**src/hdl/mrbl_pkg.sv**
```systemverilog
// Package for the marker ring border line scanner.
// Holds color, status and area codes and default sizes; no dependencies.
`default_nettype none
package mrbl_pkg;

	localparam int COORD_BITS_DEF = 12;
	localparam int COLOR_W = 3;
	localparam int DIR_W = 3;
	localparam int STATUS_W = 3;
	localparam int COUNT_W = 8;
	localparam logic [COUNT_W-1:0] MAX_INVALID_RST = 8'd10;

	localparam logic [COLOR_W-1:0] COL_NONE = 3'd0;
	localparam logic [COLOR_W-1:0] COL_BLUE = 3'd1;
	localparam logic [COLOR_W-1:0] COL_RED = 3'd2;
	localparam logic [COLOR_W-1:0] COL_GREEN = 3'd3;
	localparam logic [COLOR_W-1:0] COL_BLACK = 3'd4;
	localparam logic [COLOR_W-1:0] COL_WHITE = 3'd5;

	localparam logic [STATUS_W-1:0] ST_VALID = 3'd0;
	localparam logic [STATUS_W-1:0] ST_NOT_BLUE_FIRST = 3'd1;
	localparam logic [STATUS_W-1:0] ST_GREEN_AFTER_BLUE = 3'd2;
	localparam logic [STATUS_W-1:0] ST_BLUE_AFTER_RED = 3'd3;
	localparam logic [STATUS_W-1:0] ST_NO_OUTER = 3'd4;

	typedef enum logic [4:0] {
		AREA_INITIAL = 5'b00001,
		AREA_BLUE = 5'b00010,
		AREA_RED = 5'b00100,
		AREA_GREEN = 5'b01000,
		AREA_OUTSIDE = 5'b10000
	} area_t;

endpackage
`default_nettype wire

```
**src/hdl/marker_ring_border_line_scanner.sv**
```systemverilog
// Marker ring border line scanner: top level with the line state machine.
// Depends on mrbl_pkg for codes and default sizes.
`default_nettype none

// One classified pixel is taken per cycle on the s_ side unless a pixel
// that concludes a line waits on a stalled result; the line state is
// updated from the input register in a single pass, so the sustained rate
// is one item per clock while results are taken, and each result is held
// in the output register for the m_ side. A result item appears only when
// a line concludes (reject, too many unclassified pixels, or the last
// pixel); pixels before a first pixel or after a line concluded are dropped.
// The output register holds a result while m_tready is low, and the input
// side keeps accepting pixels that do not conclude a line during that time.
module marker_ring_border_line_scanner #(
	parameter int COORD_BITS = mrbl_pkg::COORD_BITS_DEF
) (
	input wire logic clk,
	input wire logic arst_n,
	input wire logic cfg_wr_en,
	input wire logic [mrbl_pkg::COUNT_W-1:0] cfg_wr_data,
	input wire logic s_tvalid,
	output logic s_tready,
	// color_code, pixel_x, pixel_y, direction
	input wire logic [((2*mrbl_pkg::COLOR_W+2*COORD_BITS+7)/8)*8-1:0] s_tdata,
	// first_pixel
	input wire logic [0:0] s_tuser,
	input wire logic s_tlast,
	output logic m_tvalid,
	input wire logic m_tready,
	// line_direction, line_status, inner_found, inner_x, inner_y, outer_x, outer_y
	output logic [((2*mrbl_pkg::STATUS_W+1+4*COORD_BITS+7)/8)*8-1:0] m_tdata
);
	import mrbl_pkg::*;

	localparam int OUT_USED = DIR_W + STATUS_W + 1 + 4 * COORD_BITS;
	localparam int OUT_W = ((OUT_USED + 7) / 8) * 8;

	logic [COUNT_W-1:0] max_inv_q;

	logic valid_s1;
	logic [COLOR_W-1:0] color_s1;
	logic [COORD_BITS-1:0] px_s1, py_s1;
	logic [DIR_W-1:0] dir_s1;
	logic first_s1, last_s1;

	area_t area_q, area_n, eff_area;
	logic [COLOR_W-1:0] prev_q, prev_n, eff_prev;
	logic known_q, known_n, eff_known;
	logic [COORD_BITS-1:0] run_x_q, run_y_q, run_x_n, run_y_n;
	logic [COUNT_W-1:0] inv_q, inv_n, eff_inv;
	logic [COORD_BITS-1:0] inner_x_q, inner_y_q, inner_x_n, inner_y_n;
	logic [COORD_BITS-1:0] outer_x_q, outer_y_q, outer_x_n, outer_y_n;
	logic [1:0] flags_q, flags_n, eff_flags;
	logic concluded_q, concluded_n;

	logic res;
	logic [STATUS_W-1:0] status;
	logic s1_go;
	logic m_tvalid_q;
	logic [OUT_W-1:0] m_tdata_q;

	always_ff @(posedge clk or negedge arst_n) begin
		if (!arst_n) begin
			max_inv_q <= MAX_INVALID_RST;
		end else if (cfg_wr_en) begin
			max_inv_q <= cfg_wr_data;
		end
	end

	always_ff @(posedge clk or negedge arst_n) begin
		if (!arst_n) begin
			valid_s1 <= 1'b0;
		end else if (s_tready) begin
			valid_s1 <= s_tvalid;
		end
	end

	always_ff @(posedge clk) begin
		if (s_tvalid && s_tready) begin
			color_s1 <= s_tdata[COLOR_W-1:0];
			px_s1 <= s_tdata[COLOR_W +: COORD_BITS];
			py_s1 <= s_tdata[COLOR_W+COORD_BITS +: COORD_BITS];
			dir_s1 <= s_tdata[COLOR_W+2*COORD_BITS +: DIR_W];
			first_s1 <= s_tuser[0];
			last_s1 <= s_tlast;
		end
	end

	always_comb begin
		eff_area = first_s1 ? AREA_INITIAL : area_q;
		eff_prev = first_s1 ? COL_NONE : prev_q;
		eff_known = first_s1 ? 1'b0 : known_q;
		eff_inv = first_s1 ? '0 : inv_q;
		eff_flags = first_s1 ? 2'b00 : flags_q;

		area_n = eff_area;
		prev_n = eff_prev;
		known_n = eff_known;
		inv_n = eff_inv;
		flags_n = eff_flags;
		run_x_n = first_s1 ? '0 : run_x_q;
		run_y_n = first_s1 ? '0 : run_y_q;
		inner_x_n = first_s1 ? '0 : inner_x_q;
		inner_y_n = first_s1 ? '0 : inner_y_q;
		outer_x_n = first_s1 ? '0 : outer_x_q;
		outer_y_n = first_s1 ? '0 : outer_y_q;
		concluded_n = first_s1 ? 1'b0 : concluded_q;
		res = 1'b0;
		status = ST_VALID;

		if (valid_s1 && (first_s1 || !concluded_q)) begin
			if (color_s1 == COL_NONE && eff_inv >= max_inv_q) begin
				res = 1'b1;
				status = eff_flags[1] ? ST_VALID : ST_NO_OUTER;
			end else begin
				if (color_s1 == COL_NONE) begin
					inv_n = eff_inv + 1'b1;
				end
				if (!eff_known || color_s1 != eff_prev) begin
					prev_n = color_s1;
					known_n = 1'b1;
					run_x_n = px_s1;
					run_y_n = py_s1;
				end else begin
					case (eff_area)
						AREA_INITIAL: begin
							if (color_s1 != COL_BLUE) begin
								res = 1'b1;
								status = ST_NOT_BLUE_FIRST;
							end else begin
								area_n = AREA_BLUE;
							end
						end
						AREA_BLUE: begin
							if (color_s1 == COL_RED) begin
								inner_x_n = run_x_n;
								inner_y_n = run_y_n;
								flags_n[0] = 1'b1;
								area_n = AREA_RED;
							end else if (color_s1 == COL_GREEN) begin
								res = 1'b1;
								status = ST_GREEN_AFTER_BLUE;
							end
						end
						AREA_RED: begin
							if (color_s1 == COL_BLUE) begin
								res = 1'b1;
								status = ST_BLUE_AFTER_RED;
							end else if (color_s1 inside {COL_GREEN, COL_NONE,
									COL_BLACK, COL_WHITE}) begin
								outer_x_n = run_x_n;
								outer_y_n = run_y_n;
								flags_n[1] = 1'b1;
								area_n = (color_s1 == COL_GREEN) ? AREA_GREEN : AREA_OUTSIDE;
							end
						end
						default: begin
						end
					endcase
				end
				if (!res && last_s1) begin
					res = 1'b1;
					status = flags_n[1] ? ST_VALID : ST_NO_OUTER;
				end
			end
			if (res) begin
				concluded_n = 1'b1;
			end
		end
	end

	assign s1_go = valid_s1 && (!res || !m_tvalid_q || m_tready);
	assign s_tready = !valid_s1 || s1_go;

	always_ff @(posedge clk or negedge arst_n) begin
		if (!arst_n) begin
			area_q <= AREA_INITIAL;
			prev_q <= COL_NONE;
			known_q <= 1'b0;
			inv_q <= '0;
			flags_q <= 2'b00;
			concluded_q <= 1'b1;
		end else if (s1_go) begin
			area_q <= area_n;
			prev_q <= prev_n;
			known_q <= known_n;
			inv_q <= inv_n;
			flags_q <= flags_n;
			concluded_q <= concluded_n;
		end
	end

	always_ff @(posedge clk) begin
		if (s1_go) begin
			run_x_q <= run_x_n;
			run_y_q <= run_y_n;
			inner_x_q <= inner_x_n;
			inner_y_q <= inner_y_n;
			outer_x_q <= outer_x_n;
			outer_y_q <= outer_y_n;
		end
	end

	always_ff @(posedge clk or negedge arst_n) begin
		if (!arst_n) begin
			m_tvalid_q <= 1'b0;
		end else if (s1_go && res) begin
			m_tvalid_q <= 1'b1;
		end else if (m_tready) begin
			m_tvalid_q <= 1'b0;
		end
	end

	always_ff @(posedge clk) begin
		if (s1_go && res) begin
			m_tdata_q <= OUT_W'({outer_y_n, outer_x_n, inner_y_n, inner_x_n,
				flags_n[0], status, dir_s1});
		end
	end

	assign m_tvalid = m_tvalid_q;
	assign m_tdata = m_tdata_q;

endmodule
`default_nettype wire

```
**config.mk**
```make
export PLATFORM = sky130hd
export DESIGN_NAME = marker_ring_border_line_scanner
export DESIGN_NICKNAME = d
export VERILOG_FILES = /design/src/hdl/mrbl_pkg.sv /design/src/hdl/marker_ring_border_line_scanner.sv
export SDC_FILE = /design/constraint.sdc
export NUM_CORES = 1
export LEC_CHECK = 0
export BUFFER_PORTS_ARGS = -buffer_cell sky130_fd_sc_hd__buf_4
export CORE_MARGIN = 2
export CORE_UTILIZATION = 40
export DETAILED_ROUTE_END_ITERATION = 10
export GPL_ROUTABILITY_DRIVEN = 0
export HOLD_SLACK_MARGIN = 0.1
export PLACE_DENSITY = 0.6
export SLEW_MARGIN = 10
export SYNTH_ARGS = -nofsm -noshare
export SYNTH_HDL_FRONTEND = slang
export SYNTH_SLANG_ARGS = --single-unit
```
**constraint.sdc**
```tcl
create_clock -name clk -period 7.1 [get_ports clk]
set_input_delay 1.065 -clock clk [delete_from_list [all_inputs] [get_ports clk]]
set_output_delay 1.065 -clock clk [all_outputs]
set_load 0.03 [all_outputs]
```
# == Word-level counts from Yosys, hierarchy flattened ==
# Cells that the tools add are included.
# totals
word_cells,149
register_bits,189
inputBits,47
output_inout_bits,58
# op_classes
n_mux,94
n_addsub,1
n_eq_ne,10
n_reduce_logical,20
n_lt_le_gt_ge,1
# op_table
operator,n
2-to-1 mux 12 bit,34
2-to-1 mux 5 bit,9
2-to-1 mux 8 bit,4
2-to-1 mux 3 bit,10
2-to-1 mux 1 bit,26
2-to-1 mux 2 bit,8
one-hot mux 5 bit (3 select lines),1
one-hot mux 3 bit (3 select lines),1
adder 8 x 1 -> 8 bit (second input constant),1
greater-or-equal comparator 8 bit,1
equality test 3 x 2 -> 1 bit (second input constant),2
equality test 3 bit (second input constant),2
logical AND 1 bit,6
logical NOT 1 bit,6
equality test 5 x 1 -> 1 bit (second input constant),1
equality test 5 x 2 -> 1 bit (second input constant),1
equality test 5 x 3 -> 1 bit (second input constant),1
logical OR 1 bit,5
nonzero test 4 bit,1
equality test 3 x 1 -> 1 bit (second input constant),1
logical NOT 3 bit,1
inequality test 3 x 1 -> 1 bit (second input constant),1
inequality test 3 bit,1
one-hot mux 1 bit (3 select lines),1
nonzero test 2 bit,1

# == Logic depth before layout (Yosys ltp) ==
# depth
ltp_word,19
depth_mapped,15
mapped_depth_nobuf,12

# == Worst setup path after synthesis ==
# No wires, ideal clock.
# synth_path
kind,reg2reg
start,register first_s1
end,"register m_tdata_q[0] (netlist: m_tdata[0]), enable pin"
path_buffers,3
t_arrival_ns,4.509
path_slack_ns,2.123
setup_time_ns,0.468
synth_period_minus_slack_ns,4.977
required_time_ns,6.632
path_stages_with_launch,12
path_cell_list,edfxtp_1 > buf_6 > clkbuf_1 > clkbuf_1 > nor2b_1 > ha_1 > inv_1 > o221ai_2 > and3_1 > a2111oi_4 > nand2b_1 > nor2_1
# synth_via
elab_chain_len,17
word_cells_on_any_way,29
classes_between,order compare (1); eq/ne (4); mux (12); reduce/logical (12)
# synth_rtl
element,line,rtl
"start, declared",marker_ring_border_line_scanner.sv:44,"logic first_s1, last_s1;"
"start signal, assigned",marker_ring_border_line_scanner.sv:84,first_s1 <= s_tuser[0];
2-to-1 mux 5 bit (tied with other cells),marker_ring_border_line_scanner.sv:90,eff_area = first_s1 ? AREA_INITIAL : area_q;
equality test 5 x 3 -> 1 bit (tied with other cells),marker_ring_border_line_scanner.sv:125,case (eff_area)
one-hot mux 1 bit (3 select lines) or logical OR 1 bit (tied branches),"marker_ring_border_line_scanner.sv:125, marker_ring_border_line_scanner.sv:119",
2-to-1 mux 1 bit,marker_ring_border_line_scanner.sv:119,if (!eff_known || color_s1 != eff_prev) begin
2-to-1 mux 1 bit,marker_ring_border_line_scanner.sv:112,if (color_s1 == COL_NONE && eff_inv >= max_inv_q) begin
2-to-1 mux 1 bit,marker_ring_border_line_scanner.sv:111,if (valid_s1 && (first_s1 || !concluded_q)) begin
logical NOT 1 bit,marker_ring_border_line_scanner.sv:161,if (!res && last_s1) begin
logical AND 1 bit,marker_ring_border_line_scanner.sv:161,
2-to-1 mux 1 bit,marker_ring_border_line_scanner.sv:161,
2-to-1 mux 1 bit,marker_ring_border_line_scanner.sv:112,
2-to-1 mux 1 bit,marker_ring_border_line_scanner.sv:111,
2-to-1 mux 1 bit (*),marker_ring_border_line_scanner.sv:111,
logical NOT 1 bit,marker_ring_border_line_scanner.sv:172,assign s1_go = valid_s1 && (!res || !m_tvalid_q || m_tready);
logical OR 1 bit (2 in series),marker_ring_border_line_scanner.sv:172,
logical AND 1 bit,marker_ring_border_line_scanner.sv:172,
logical AND 1 bit (*),marker_ring_border_line_scanner.sv:215,if (s1_go && res) begin
"end signal, assigned",marker_ring_border_line_scanner.sv:216,"m_tdata_q <= OUT_W'({outer_y_n, outer_x_n, inner_y_n, inner_x_n,"
"end, declared",marker_ring_border_line_scanner.sv:60,logic [OUT_W-1:0] m_tdata_q;
# Every way passes the cells marked *; elsewhere a longest branch is shown, timed or not. The select of a mux whose other input is x is not followed.
# A chain may end at the register's enable or synchronous reset.

# == Worst setup path in the final report ==
# layout_path
start,register first_s1
end,output s_tready
# layout_via
elab_chain_len,17
word_cells_on_any_way,29
classes_between,order compare (1); eq/ne (4); mux (12); reduce/logical (12)
# layout_rtl
element,line,rtl
2-to-1 mux 5 bit (tied with other cells),marker_ring_border_line_scanner.sv:90,
equality test 5 x 3 -> 1 bit (tied with other cells),marker_ring_border_line_scanner.sv:125,
one-hot mux 1 bit (3 select lines) or logical OR 1 bit (tied branches),"marker_ring_border_line_scanner.sv:125, marker_ring_border_line_scanner.sv:119",
2-to-1 mux 1 bit,marker_ring_border_line_scanner.sv:119,
2-to-1 mux 1 bit,marker_ring_border_line_scanner.sv:112,
2-to-1 mux 1 bit,marker_ring_border_line_scanner.sv:111,
logical NOT 1 bit,marker_ring_border_line_scanner.sv:161,
logical AND 1 bit,marker_ring_border_line_scanner.sv:161,
2-to-1 mux 1 bit,marker_ring_border_line_scanner.sv:161,
2-to-1 mux 1 bit,marker_ring_border_line_scanner.sv:112,
2-to-1 mux 1 bit,marker_ring_border_line_scanner.sv:111,
2-to-1 mux 1 bit (*),marker_ring_border_line_scanner.sv:111,
logical NOT 1 bit (*),marker_ring_border_line_scanner.sv:172,
logical OR 1 bit (*) (2 in series),marker_ring_border_line_scanner.sv:172,
logical AND 1 bit (*),marker_ring_border_line_scanner.sv:172,
logical OR 1 bit (*),marker_ring_border_line_scanner.sv:173,assign s_tready = !valid_s1 || s1_go;
"end, declared",marker_ring_border_line_scanner.sv:22,"output logic s_tready,"
# Marks and branches as above.

==> metrics <==
largest family of logic cells by synthesized area=simple AND/OR/NAND/NOR gates; Simple-Gate Fraction of Synth Area=between 10% and 20%; initial core utilization=40.8%; std cell rows=51; Max VDD drop=145 uV; DR iter-0 viols=576; mean routed wirelength per cell=17.5 um; Port-buffer cells=101; layout cells sized above 1=22.0%; post-synth top area cell=edfxtp_1; clk root buf=clkbuf_16; Via density=5.28; GR Util met2=a little over a quarter; largest net degree at the start of global routing=between 70 and 80; CTS tree=built; Setup CP Type=reg -> out; Power Dens Cells=280 nW/um^2; initial antenna violation count=0; worst r2r path cells=10; minimum clock period=4550 ps; post-synthesis register bit count=between 150 and 200; setup TNS=0 ps; Static Leak=3.61 nW; Hold Vio Cnt, Final=0; Worst-Skew Late Latency=between 400 and 500 ps; skew final=15.3 ps; Worst EP arrival=roughly 3500 ps; Max-Cap Viols=0; first-pass detailed-route iteration total=5; final worst-path cycle share=64.0%; antenna viol nets, final=0; sequential area share after synthesis=a little over two thirds; Crit Path Max Fanout=75; Total Power=2.67 mW; Ys Warns=0; Post-CTS Setup Bufs=0; GRT busiest layer=met2; Detailed Place HPWL=~11000 um; Mapped Area=7970 um^2; most common cell after layout, fill and taps aside=nand2_1; Compound-Gate Fraction of Synth Area=11.1%; GR met1 Demand/Resource=23.0%; CTS clk-pin slew, worst paths=around 70 ps; DIE HEIGHT=~150 um; Synth Net Count=702; first-pass GRT wire length=around 28000 um; Synth Area in Adders=1.26%; fin. max-slew vios=0; IO Count=105; Post-synth top flop=edfxtp_1; Routed WL=17700 um; multiplexer area fraction after synthesis=less than 1%; GRT overflow=0; Max clock buf depth=2; Crit. End Element=output port; via count=between 5000 and 6000; critical path required time=6030 ps; Nets=between 700 and 800; # DRC=0; Async SR Flop Fraction=~16%; Die X=approximately 150 um; top cell type's share of synthesized area=59.9%; Post-Synth XOR/XNOR Area=less than 1%; RSZ-0062 raised after global routing=false; Syn Area/Cell=12.3 um^2; grt met3 use=about 4.6%; core area=19500 um^2; Final Setup Violations=0; Min-Delay Path Class=reg -> reg; CTS Sinks=189; Resized Gates After CTS=0; Die ar.=21100 um^2; Slew headroom=19.7%; f_max=220 MHz; largest cells by area after synthesis=edfxtp_1 (60%), nand2_1 (8.3%), dfrtp_1 (8.2%); status=complete, no violations; Hold Path Stages=0; area delta synth->final=20.0%; htree depth=4; Slew @ Worst Pin=1200 ps; Post-Synthesis Cells=647; CTS buffer count=17; Critical Path Start Type=flop; Post-synth EDFFs=between 150 and 200; number of global-route vias before repair=5426; GRT Overall Usage=17.2%; Diodes inserted=0; cts-stage hold buffer count=0; Cell variety after synth=60; most frequent cells in the layout=nand2_1 (176), edfxtp_1 (159), buf_4 (105)
[cell usage after synthesis (all sizes together) (4+ instances only)]
master and number:
a211oi 5, a21oi 66, a22o 4, and2 4, buf 14, clkbuf 19, dfrtp 26, dfstp 4
edfxtp 159, ha 8, inv 15, nand2 176, nand2b 6, nand3 11, nand4 4, nor2 17
nor2b 12, nor3 9, o21ai 43
[cell families (layout without fill, tap and decap cells)]
logic type	count (synthesis)	in the layout
and+or+nand+nor	256	256
adders and majority gates	8	8
xor gates and xnor gates	3	3
muxes	4	4
buffers and inverters	48	152
other	1	1
AOI/OAI and AO/OA	138	138
DFF	189	189
[cell type report]
class / count / area, um^2
Tap cell: 265 / 332
Fill cell: 1798 / 9970
Clock buffer: 17 / 425
Multi-Input combinational cell: 410 / 2240
Clock inverter: 15 / 185
Timing Repair Buffer: 105 / 788
Sequential cell: 189 / 5530
Inverter: 15 / 57.6
[registers in the layout, summed over array words and instances (netlist names), 2 cells and up]
signal and count:
area_q 5, color_s1 3, dir_s1 3, flags_q 2, inner_x_q 12, inner_y_q 12, inv_q 8, m_tdata 55
max_inv_q 8, outer_x_q 12, outer_y_q 12, prev_q 3, px_s1 12, py_s1 12, run_x_q 12, run_y_q 12
[worst paths after layout]
| path | endpoint | start | slack, ps |
|---|---|---|---|
| max | s_tready | first_s1 | 2550 |
| min | m_tdata[1] | dir_s1[1] | 420 |
| max reg2reg | inner_y_q[9] | first_s1 | 2620 |
| min reg2reg | m_tdata[1] | dir_s1[1] | 420 |
| max in group asynchronous | area_q[0] | arst_n | 6210 |
| min in group asynchronous | max_inv_q[5] | arst_n | 550 |
[per-stage QoR]
stage	instance area [um^2]	cells	hold slack, ps	utilization (%)	setup WS [ps]
final	9560	1016	423	48.9	2550
after global placement	8950	984	405	45.8	2730
after global routing	9560	1016	432	48.9	2180
after floorplan	7970	647	400	-	2120
after detailed placement	8950	984	416	45.8	2590
after CTS	9560	1016	426	48.9	2460
[report_power, final]
group          switching [mW]  internal (mW)  leakage [nW]
logic                   0.205          0.100          1.37
clock network           0.424          0.561         0.292
registers              0.0531           1.33          1.95
total                   0.682           1.99          3.61
[layer usage]
| layer | up-vias | part of all wire, % | routed length (um) |
|---|---|---|---|
| li1 | 2491 | - | - |
| met1 | 2629 | 43 | 7680 |
| met2 | 226 | 49 | 8640 |
| met3 | 20 | 6.7 | 1180 |
| met4 | 0 | 1.3 | 230 |
| met5 | - | 0 | 0 |
[critical path, stage by stage, from the launching register on]
cell       delay, ps
edfxtp_1         370
buf_4            660
nor2b_1          160
ha_1             350
a21oi_1          140
o21ai_0          210
and2_1           270
a2111oi_4        430
nor2_1           210
inv_1             90
buf_4            150
(Power assumes the default switching activity.)
